## config.mk

```make
export PLATFORM = sky130hd
export DESIGN_NAME = clock_buffer_pool_manager
export DESIGN_NICKNAME = d
export VERILOG_FILES = /design/src/sv/cbpm_pkg.sv /design/src/sv/cbpm_ctrl.sv /design/src/sv/cbpm_dp.sv /design/src/sv/clock_buffer_pool_manager.sv
export SDC_FILE = /design/constraint.sdc
export NUM_CORES = 2
export LEC_CHECK = 0
export BUFFER_PORTS_ARGS = -buffer_cell sky130_fd_sc_hd__buf_2
export CAP_MARGIN = 0
export CORE_UTILIZATION = 59
export DETAILED_ROUTE_END_ITERATION = 7
export PLACE_DENSITY = 0.73
export SLEW_MARGIN = 30
export SYNTH_ARGS = -nofsm -noshare
export SYNTH_HDL_FRONTEND = slang
export SYNTH_SLANG_ARGS = --single-unit
```

## constraint.sdc

```tcl
create_clock -name clk -period 7.71 [get_ports clk]
set_clock_uncertainty 0.05 [all_clocks]
set_input_delay 1.1565 -clock clk [delete_from_list [all_inputs] [get_ports clk]]
set_output_delay 1.1565 -clock clk [all_outputs]
set_load 0.02 [all_outputs]
```

## src/sv/cbpm_pkg.sv

```systemverilog
package cbpm_pkg;
  localparam int Frames = 16;
  localparam int FrameW = $clog2(Frames);
  localparam int CntW = $clog2(Frames + 2);

  localparam logic [1:0] MODE_PIN = 2'd0;
  localparam logic [1:0] MODE_UNPIN = 2'd1;
  localparam logic [1:0] MODE_ALLOC = 2'd2;
  localparam logic [1:0] MODE_DISPOSE = 2'd3;

  localparam logic [2:0] ST_HIT = 3'd0;
  localparam logic [2:0] ST_LOADED = 3'd1;
  localparam logic [2:0] ST_EXCEEDED = 3'd2;
  localparam logic [2:0] ST_NOT_PINNED = 3'd3;
  localparam logic [2:0] ST_PAGE_PINNED = 3'd4;
  localparam logic [2:0] ST_NOT_FOUND = 3'd5;

  localparam logic [2:0] OP_NONE = 3'd0;
  localparam logic [2:0] OP_CAPTURE = 3'd1;
  localparam logic [2:0] OP_LOOKUP = 3'd2;
  localparam logic [2:0] OP_SWEEP = 3'd3;
  localparam logic [2:0] OP_FAIL = 3'd4;

  typedef struct packed {
    logic [2:0] op;
  } cbpm_cmd_t;

  typedef struct packed {
    logic sweep_needed;
    logic sweep_done;
    logic sweep_giveup;
  } cbpm_stat_t;
endpackage

```

## src/sv/cbpm_ctrl.sv

```systemverilog
module cbpm_ctrl (
  input  logic clk,
  input  logic rst,
  input  logic in_valid,
  output logic in_stall,
  output logic out_valid,
  input  logic out_stall,
  output cbpm_pkg::cbpm_cmd_t cmd,
  input  cbpm_pkg::cbpm_stat_t stat
);
  import cbpm_pkg::*;

  localparam logic [1:0] S_IDLE = 2'd0;
  localparam logic [1:0] S_LOOK = 2'd1;
  localparam logic [1:0] S_SWEEP = 2'd2;
  localparam logic [1:0] S_OUT = 2'd3;

  logic [1:0] state, state_next;

  assign in_stall = (state != S_IDLE);
  assign out_valid = (state == S_OUT);

  always_comb begin
    state_next = state;
    cmd.op = OP_NONE;
    case (state)
      S_IDLE: begin
        if (in_valid) begin
          cmd.op = OP_CAPTURE;
          state_next = S_LOOK;
        end
      end
      S_LOOK: begin
        cmd.op = OP_LOOKUP;
        state_next = stat.sweep_needed ? S_SWEEP : S_OUT;
      end
      S_SWEEP: begin
        if (stat.sweep_giveup) begin
          cmd.op = OP_FAIL;
          state_next = S_OUT;
        end else begin
          cmd.op = OP_SWEEP;
          if (stat.sweep_done) state_next = S_OUT;
        end
      end
      S_OUT: begin
        if (!out_stall) state_next = S_IDLE;
      end
      default: state_next = S_IDLE;
    endcase
  end

  always_ff @(posedge clk) begin
    if (rst) state <= S_IDLE;
    else state <= state_next;
  end

  a_one_req: assert property (@(posedge clk) disable iff (rst)
    (in_valid && !in_stall) |=> !out_valid) else $error("result too early");
  a_out_hold: assert property (@(posedge clk) disable iff (rst)
    (out_valid && out_stall) |=> out_valid) else $error("result dropped");
  a_busy: assert property (@(posedge clk) disable iff (rst)
    out_valid |-> in_stall) else $error("accept while result pending");
endmodule

```

## src/sv/cbpm_dp.sv

```systemverilog
module cbpm_dp (
  input  logic clk,
  input  logic rst,
  input  cbpm_pkg::cbpm_cmd_t cmd,
  output cbpm_pkg::cbpm_stat_t stat,
  input  logic [1:0] mode,
  input  logic [7:0] file_id,
  input  logic [31:0] page_no,
  input  logic set_dirty,
  output logic [2:0] status,
  output logic [3:0] frame,
  output logic writeback,
  output logic [7:0] victim_file,
  output logic [31:0] victim_page
);
  import cbpm_pkg::*;

  logic [Frames-1:0] vld, refd, modf;
  logic [7:0] pins [Frames];
  logic [7:0] ftag [Frames];
  logic [31:0] ptag [Frames];
  logic [FrameW-1:0] hand;
  logic [CntW-1:0] pinned;

  logic [1:0] r_mode;
  logic [7:0] r_file;
  logic [31:0] r_page;
  logic r_dirty;

  logic hit;
  logic [FrameW-1:0] hit_idx;
  logic [FrameW-1:0] h;

  always_comb begin
    hit = 1'b0;
    hit_idx = '0;
    for (int i = Frames - 1; i >= 0; i--) begin
      if (vld[i] && ftag[i] == r_file && ptag[i] == r_page) begin
        hit = 1'b1;
        hit_idx = FrameW'(i);
      end
    end
  end

  assign h = (hand == FrameW'(Frames - 1)) ? '0 : hand + FrameW'(1);
  assign stat.sweep_needed = (r_mode == MODE_ALLOC) || (r_mode == MODE_PIN && !hit);
  assign stat.sweep_giveup = (pinned > CntW'(Frames));
  assign stat.sweep_done = !vld[h] || (!refd[h] && pins[h] == 8'd0);

  always_ff @(posedge clk) begin
    if (rst) begin
      vld <= '0;
      refd <= '0;
      modf <= '0;
      for (int i = 0; i < Frames; i++) pins[i] <= '0;
      hand <= FrameW'(Frames - 1);
      pinned <= '0;
    end else begin
      case (cmd.op)
        OP_CAPTURE: begin
          r_mode <= mode;
          r_file <= file_id;
          r_page <= page_no;
          r_dirty <= set_dirty;
          pinned <= '0;
          writeback <= 1'b0;
          victim_file <= '0;
          victim_page <= '0;
        end
        OP_LOOKUP: begin
          frame <= '0;
          status <= ST_HIT;
          if (r_mode == MODE_PIN && hit) begin
            refd[hit_idx] <= 1'b1;
            if (pins[hit_idx] != 8'hFF) pins[hit_idx] <= pins[hit_idx] + 8'd1;
            frame <= 4'(hit_idx);
          end else if (r_mode == MODE_UNPIN) begin
            if (!hit) status <= ST_NOT_FOUND;
            else if (pins[hit_idx] == 8'd0) status <= ST_NOT_PINNED;
            else begin
              if (r_dirty) modf[hit_idx] <= 1'b1;
              pins[hit_idx] <= pins[hit_idx] - 8'd1;
              frame <= 4'(hit_idx);
            end
          end else if (r_mode == MODE_DISPOSE) begin
            if (!hit) status <= ST_NOT_FOUND;
            else if (pins[hit_idx] != 8'd0) status <= ST_PAGE_PINNED;
            else begin
              vld[hit_idx] <= 1'b0;
              refd[hit_idx] <= 1'b0;
              modf[hit_idx] <= 1'b0;
              frame <= 4'(hit_idx);
            end
          end
        end
        OP_SWEEP: begin
          hand <= h;
          if (!vld[h] || (!refd[h] && pins[h] == 8'd0)) begin
            if (vld[h] && modf[h]) begin
              writeback <= 1'b1;
              victim_file <= ftag[h];
              victim_page <= ptag[h];
            end
            vld[h] <= 1'b1;
            refd[h] <= 1'b1;
            pins[h] <= 8'd1;
            modf[h] <= 1'b0;
            ftag[h] <= r_file;
            ptag[h] <= r_page;
            status <= ST_LOADED;
            frame <= 4'(h);
          end else if (refd[h]) begin
            refd[h] <= 1'b0;
          end else begin
            pinned <= pinned + CntW'(1);
          end
        end
        OP_FAIL: begin
          status <= ST_EXCEEDED;
          frame <= '0;
        end
        default: ;
      endcase
    end
  end

  a_hand_range: assert property (@(posedge clk) disable iff (rst)
    hand <= FrameW'(Frames - 1)) else $error("hand out of range");
  a_load_pin: assert property (@(posedge clk) disable iff (rst)
    (cmd.op == OP_SWEEP && stat.sweep_done) |=> (pins[$past(h)] == 8'd1))
    else $error("loaded frame not pinned once");
  a_wb_valid: assert property (@(posedge clk) disable iff (rst)
    (cmd.op == OP_CAPTURE) |=> !writeback) else $error("stale writeback");
endmodule

```

## src/sv/clock_buffer_pool_manager.sv

```systemverilog
// Clock-replacement buffer pool manager over 16 frame descriptors. One request
// at a time: a request is captured, its tag is matched against all frames at
// once in the lookup state, and the result is offered from the output state.
// Unpin, dispose and pin hits go straight from lookup to output; a pin miss or
// an allocate runs the clock sweep in between, one frame per cycle. The sweep
// visits up to 2*16+1 frames before it gives up. in_stall stays high until the
// result has been taken.
module clock_buffer_pool_manager (
  input  logic clk,
  input  logic rst,
  input  logic in_valid,
  output logic in_stall,
  input  logic [1:0] mode,
  input  logic [7:0] file_id,
  input  logic [31:0] page_no,
  input  logic set_dirty,
  output logic out_valid,
  input  logic out_stall,
  output logic [2:0] status,
  output logic [3:0] frame,
  output logic writeback,
  output logic [7:0] victim_file,
  output logic [31:0] victim_page
);
  import cbpm_pkg::*;

  cbpm_cmd_t cmd;
  cbpm_stat_t stat;

  cbpm_ctrl u_ctrl (
    .clk, .rst, .in_valid, .in_stall, .out_valid, .out_stall, .cmd, .stat
  );

  cbpm_dp u_dp (
    .clk, .rst, .cmd, .stat, .mode, .file_id, .page_no, .set_dirty,
    .status, .frame, .writeback, .victim_file, .victim_page
  );
endmodule

```

Word-level counts from Yosys, hierarchy flattened:

Memory sizes are Yosys's and may differ from the RTL's.
Cells that the tools add are included.

* add/subtract/negate cells: 4
* multiply operators: 0
* divide/modulo/power cells: 0
* $lt $le $gt $ge: 5
* equal/unequal tests: 65
* shift operators: 0
* muxes and demuxes: 132
* bitwise logic cells: 13
* reductions and logical operators: 62

Operator list (number)
* $eq 32x32->1: 16
* $mux 16: 22
* $eq 8x8->1: 16
* $mux 4: 27
* $pmux 16 s2: 3
* $and 16x16->16: 5
* $mux 32: 2
* $or 16x16->16: 4
* $pmux 32 s2: 1
* $mux 1: 45
* $mux 8: 5
* $logic_and 1x1->1: 38
* $not 16->16: 2
* $mux 3: 8
* $pmux 3 s3: 2
* $logic_not 8->1: 2
* $ne 2x2->1 const B: 8
* $pmux 8 s2: 1
* $reduce_or 8->1: 2
* $ne 3x2->1 const B: 5
* $bmux 1 s4: 3
* $pmux 4 s3: 1
* $lt 4x5->1 const B: 2
* $mux 2: 5
* other kinds (35): 56

* register bits: 150
* latch bits: 0
* memory bits (writable): 768
* memory bits (read-only): 0
* memories: 3

Memory list
* u_dp.ptag: depth 16, width 32, rd ports 17, clocked after memory_dff 0, wr ports 1, RTL line cbpm_dp.sv:21 `logic [31:0] ptag [Frames];`
* u_dp.ftag: depth 16, width 8, rd ports 17, clocked after memory_dff 0, wr ports 1, RTL line cbpm_dp.sv:20 `logic [7:0] ftag [Frames];`
* u_dp.pins: depth 16, width 8, rd ports 2, clocked after memory_dff 0, wr ports 16, RTL line cbpm_dp.sv:19 `logic [7:0] pins [Frames];`

Depth between registers and ports, before layout:

An unclocked memory read counts as a cell.

* depth after elaboration: 33
* depth in mapped cells: 32
* depth with buffers taken out: 24

Modules after synthesis:

A second synthesis with hierarchy kept.

* cell total of the unflattened synthesis: 3820
* area total of the unflattened synthesis: 48635.4 µm²

Modules (own cells, without submodules)
* cbpm_dp: times used 1, cells an instance 3792, area an instance 48385.2 µm², sequential area each 26935.8 µm²
* cbpm_ctrl: times used 1, cells an instance 28, area an instance 250.2 µm², sequential area each 40.0 µm²

Worst setup path after synthesis:

No wires, ideal clock.

* path kind: flip-flop to flip-flop
* from: register u_dp.hand[0]
* to: register u_dp.victim_file[0] (enable)
* setup time: 501 ps
* arrival: 6171 ps
* data required time: 7159 ps
* path slack: 987 ps
* stages on the path, launching flop included: 9
* buffers on the path: 1
* period minus slack after synthesis: 6723 ps
* cells stage by stage: dfxtp_1 > ha_1 > clkbuf_1 > a31oi_2 > mux4_2 > mux4_2 > o31ai_1 > o21ai_0 > a211oi_1

* cells in the longest elaborated chain, start to end: 9

Ends and longest elaborated chain
* start: declaration: RTL line cbpm_dp.sv:22 `logic [FrameW-1:0] hand;`
* start signal: assignment: RTL line cbpm_dp.sv:56 `hand <= FrameW'(Frames - 1);`
* start signal: assignment: RTL line cbpm_dp.sv:97 `hand <= h;`
* $add 4x1->4 / $eq 4x4->1 (equally long branches): RTL line cbpm_dp.sv:45 `assign h = (hand == FrameW'(Frames - 1)) ? '0 : hand + FrameW'(1);`
* $mux 4 *: RTL line cbpm_dp.sv:45
* parallel branches: the longest is 6 deep, another holds $mem_v2 16x8
* $reduce_and 4->1 (no source line) *
* end signal: assignment: RTL line cbpm_dp.sv:101 `victim_file <= ftag[h];`
* end: declaration: RTL line cbpm_dp.sv:13 `output logic [7:0] victim_file,`

Mark *: on every way between the ends. The select of a mux whose other input is x is not followed.
A chain may end at the register's enable or synchronous reset.

==> impl_metrics.csv <==
group,metric,value,unit
run_status,status,"finished clean",
global_route,grt_overflow,0,
timing,relSlewSlack,31.3,%
yosys,synth_top_area_share,53.2,%
clock_tree,cts_num_sinks,918,
finish,filler_cell_count,5686,
global_route,grt_max_degree,51,
timing,final_hold_viol_count,0,
yosys,async_flop_share,0,%
routing,drt_drc,0,
placement,placement.io_buffers,96,
global_route,track_usage,47.9,%
setup_path,largest_fanout_on_the_critical_path,16,
floorplan,chip_height,289,µm
finish,drive_above_1_share,19.8,%
min_path,hold_path_class,"reg2reg",
timing,finalCriticalPeriod,7.58,ns
placement,dp_hpwl,154,mm
floorplan,top_level_ports,97,
placement,numPlacedInstances,4819,
routing,drtAntennaViolNets,0,
timing,fmax,132,MHz
setup_path,arrival,7.93,ns
yosys,synth.top_cells.by_area,"sky130_fd_sc_hd__edfxtp_1 53%, sky130_fd_sc_hd__mux4_2 10%, sky130_fd_sc_hd__xnor2_1 7.7%, sky130_fd_sc_hd__xor2_1 3.3%, sky130_fd_sc_hd__nand4_1 2.7%",
clock_tree,clock_insertion_delay_worst_skew,0.69,ns
yosys,synthesis.area_per_instance,13.3,µm²
setup_path,critical_path.endpoint_type,"register",
yosys,synth_top_cell_by_area,"sky130_fd_sc_hd__edfxtp_1",
timing,timing_worst_slew_pin_value,1.03,ns
setup_path,path_cells,"xnor2_1 -> buf_4 -> nand4_1 -> or4b_1 -> or4_1 -> a211oi_1 -> o221a_2 -> o21ba_2 -> inv_1 -> nand3_1 -> o211ai_1 -> nor2_2 -> nor3_1 -> and2_1 -> a211o_1 -> inv_1 -> ha_1 -> or3_1 -> o221ai_1 -> o21a_1 -> o21ai_0 -> xnor2_2 -> buf_12 -> nor3_1",
finish,finish.utilization,67.7,%
clock_tree,max-clock-path-buffers,3,
setup_path,critical_path.max_stage_delay,0.84,ns
clock_tree,cts-buffers-inserted,96,
yosys,yosys_most_used_dff,"sky130_fd_sc_hd__edfxtp_1",
finish,nets,3938,
floorplan,rows,104,
yosys,synthCells,3656,
power,leakage,17.8,nW
floorplan,dieArea,83400,µm²
power,power_density_over_the_cells,321,nW/µm²
routing,drt_wl_total,199,mm
floorplan,start_util,59.9,%
yosys,synth_common_cells,"859 x sky130_fd_sc_hd__edfxtp_1, 429 x sky130_fd_sc_hd__xnor2_1, 237 x sky130_fd_sc_hd__nor2_1",
timing,slew_violations,0,
global_route,first_global_vias,33922,
job,drv.max_cap_violation_count,0,
timing,final_min_period_over_clock_period,98.3,%
finish,final_cell_count_no_fill,5013,
timing,finalSetupViolCount,0,
clock_tree,tritoncts,"built",
power,vdd_ir_drop_max,0.000347,V
routing,viasPerCell,7.36,
yosys,number_of_warnings_printed_during_yosys_synthesis,0,
yosys,ys_seq_elements,918,
setup_path,crit_path_start_kind,"register",
setup_path,required_time_of_the_critical_path,8.06,ns
clock_tree,buffer_cell_driving_the_clock_tree_root,"sky130_fd_sc_hd__clkbuf_16",
routing,detail_route.wl_per_cell,39.8,µm
setup_path,timing.critical_path.slowest_stage_cell,"sky130_fd_sc_hd__a211oi_1",
global_route,global_route_wire_length_before_repair,270,mm
yosys,synth_edf_count,859,
yosys,netlist-cell-type-count,99,
routing,drt_iter0_drc,6263,
setup_path,timing.setup.critical_path_class,"reg2reg",
placement,place_congestion,1.13,
routing,drt_pass1_iterations,8,
floorplan,core,80900,µm²
finish,areaGrowthSynthToFinish,13.0,%
yosys,synth.most_common_cell,"sky130_fd_sc_hd__edfxtp_1",
floorplan,die_w,289,µm
yosys,share_of_synthesized_area_occupied_by_flip_flops_and_latches,55.6,%
clock_tree,ctsHtreeMaxLevel,3,
clock_tree,clk_transition_reported_paths,0.06,ns
global_route,antenna_violations_before_repair,20,
yosys,synth_nets,3721,
routing,total_via_count_in_the_routed_design,36878,
timing,totalNegativeSetupSlack,0,ns
yosys,netlist_area,48500,µm²
-- registers in the layout (all words and copies together) (netlist names), named ones only --
signal / flops
u_dp.ptag: 512
u_dp.ftag: 128
u_dp.pins: 128
u_dp.r_page: 32
u_dp.victim_page: 32
u_dp.vld: 16
u_dp.r_file: 8
u_dp.victim_file: 8
u_dp.pinned: 5
u_dp.frame: 4
u_dp.hand: 4
u_dp.status: 3
u_ctrl.state: 2
u_dp.r_mode: 2
u_dp.r_dirty: 1
u_dp.writeback: 1
-- through the flow --
stage	instance area [µm²]	hold WS (ns)	setup WS [ns]	power, mW
after floorplan	48500	0.383	0.987	9.65
after global placement	51300	0.398	0.485	12.5
after detailed placement	51400	0.406	0.437	12.5
after CTS	54600	0.415	0.372	17.2
after global routing	54800	0.456	-0.00715	17.7
final	54800	0.416	0.130	17.6
-- path summary, 6_finish.rpt --
path              slack, ns               to  depth (start not counted)        startpoint
hold / removal         0.42         register                          2          register
hold reg to reg        0.42         register                          2          register
setup / recovery       0.13  u_dp.pins[7][7]                         24  u_dp.ftag[14][6]
setup reg to reg       0.13  u_dp.pins[7][7]                         24  u_dp.ftag[14][6]
-- layer usage --
| metal | vias up | global-route usage [%] | wire length [µm] |
|---|---|---|---|
| met5 | - | 0 | 47 |
| met1 | 18192 | 63.5 | 69400 |
| met2 | 3345 | 67.8 | 83300 |
| met4 | 8 | 30.3 | 15900 |
| met3 | 698 | 16.2 | 30800 |
| li1 | 14635 | - | - |
-- power by group --
group | switching (mW) | internal, mW | leakage, nW | total (mW)
registers | 0.273 | 5.89 | 8.40 | 6.16
clock network | 2.08 | 2.69 | 1.56 | 4.77
logic | 4.47 | 2.18 | 7.86 | 6.64
-- area by class of cell --
cell class                 count  area [µm²]  share of cell area [%]
sequential                   918       27000                    49.2
tap                         1060        1330                    2.42
inverter                      70         263                   0.479
antenna                        4        10.0                  0.0183
clock buffer                 118        2610                    4.76
multi-input combinational   2461       20400                    37.3
timing repair buffer         326        2600                    4.74
clock inverter                56         597                    1.09
-- critical path, delay by kind of cell (launching register included) --
kind                       cells  cell delay [ns]
buffers and inverters          4             0.76
xor gates and xnor gates       2             0.78
DFF                            1             0.57
adders and majority gates      1             0.24
AOI/OAI and AO/OA              8             2.38
and+or+nand+nor                9             2.48
-- cells in the final DEF (no fill, tap or decap), types with 17 or more instances in the layout --
cell,netlist,routed
sky130_fd_sc_hd__xor2_1,182,182
sky130_fd_sc_hd__and3_1,73,66
sky130_fd_sc_hd__nor4_1,147,147
sky130_fd_sc_hd__o22ai_1,18,18
sky130_fd_sc_hd__a21oi_1,33,32
sky130_fd_sc_hd__nand2_1,158,158
sky130_fd_sc_hd__a31oi_1,21,21
sky130_fd_sc_hd__dfxtp_1,59,59
sky130_fd_sc_hd__buf_2,69,96
sky130_fd_sc_hd__o21ai_0,37,37
sky130_fd_sc_hd__clkbuf_16,0,100
sky130_fd_sc_hd__nor3_1,115,114
sky130_fd_sc_hd__inv_1,68,68
sky130_fd_sc_hd__edfxtp_1,859,859
sky130_fd_sc_hd__nor2_1,237,226
sky130_fd_sc_hd__and4_1,19,19
sky130_fd_sc_hd__buf_4,18,197
sky130_fd_sc_hd__nor2b_1,22,21
sky130_fd_sc_hd__xnor2_1,429,427
sky130_fd_sc_hd__nand3_1,85,85
sky130_fd_sc_hd__mux4_2,215,215
sky130_fd_sc_hd__mux2i_1,33,33
sky130_fd_sc_hd__o2111ai_1,17,17
sky130_fd_sc_hd__buf_12,1,28
sky130_fd_sc_hd__o211ai_1,26,26
sky130_fd_sc_hd__nand2b_1,93,93
sky130_fd_sc_hd__nand4_1,208,208
-- cell families (layout without fill, tap and decap cells) --
group / count (synthesis) / after routing / synth area share (%)
simple gates: 1296 / 1296 / 15.1
xor+xnor: 613 / 613 / 11.1
buf+inv: 277 / 570 / 2.61
other cells: 0 / 4 / 0
mux: 259 / 259 / 10.9
fa+ha+maj: 18 / 18 / 0.480
flops: 918 / 918 / 55.6
compound gates: 275 / 275 / 4.15
-- timing repair --
| item | in CTS | in global routing |
|---|---|---|
| hold buffers | 0 | 0 |
| setup endpoints to repair | 0 | 20 |
| resized for setup | 0 | 2 |
| setup buffers | 0 | 16 |
(Power assumes the default switching activity.)
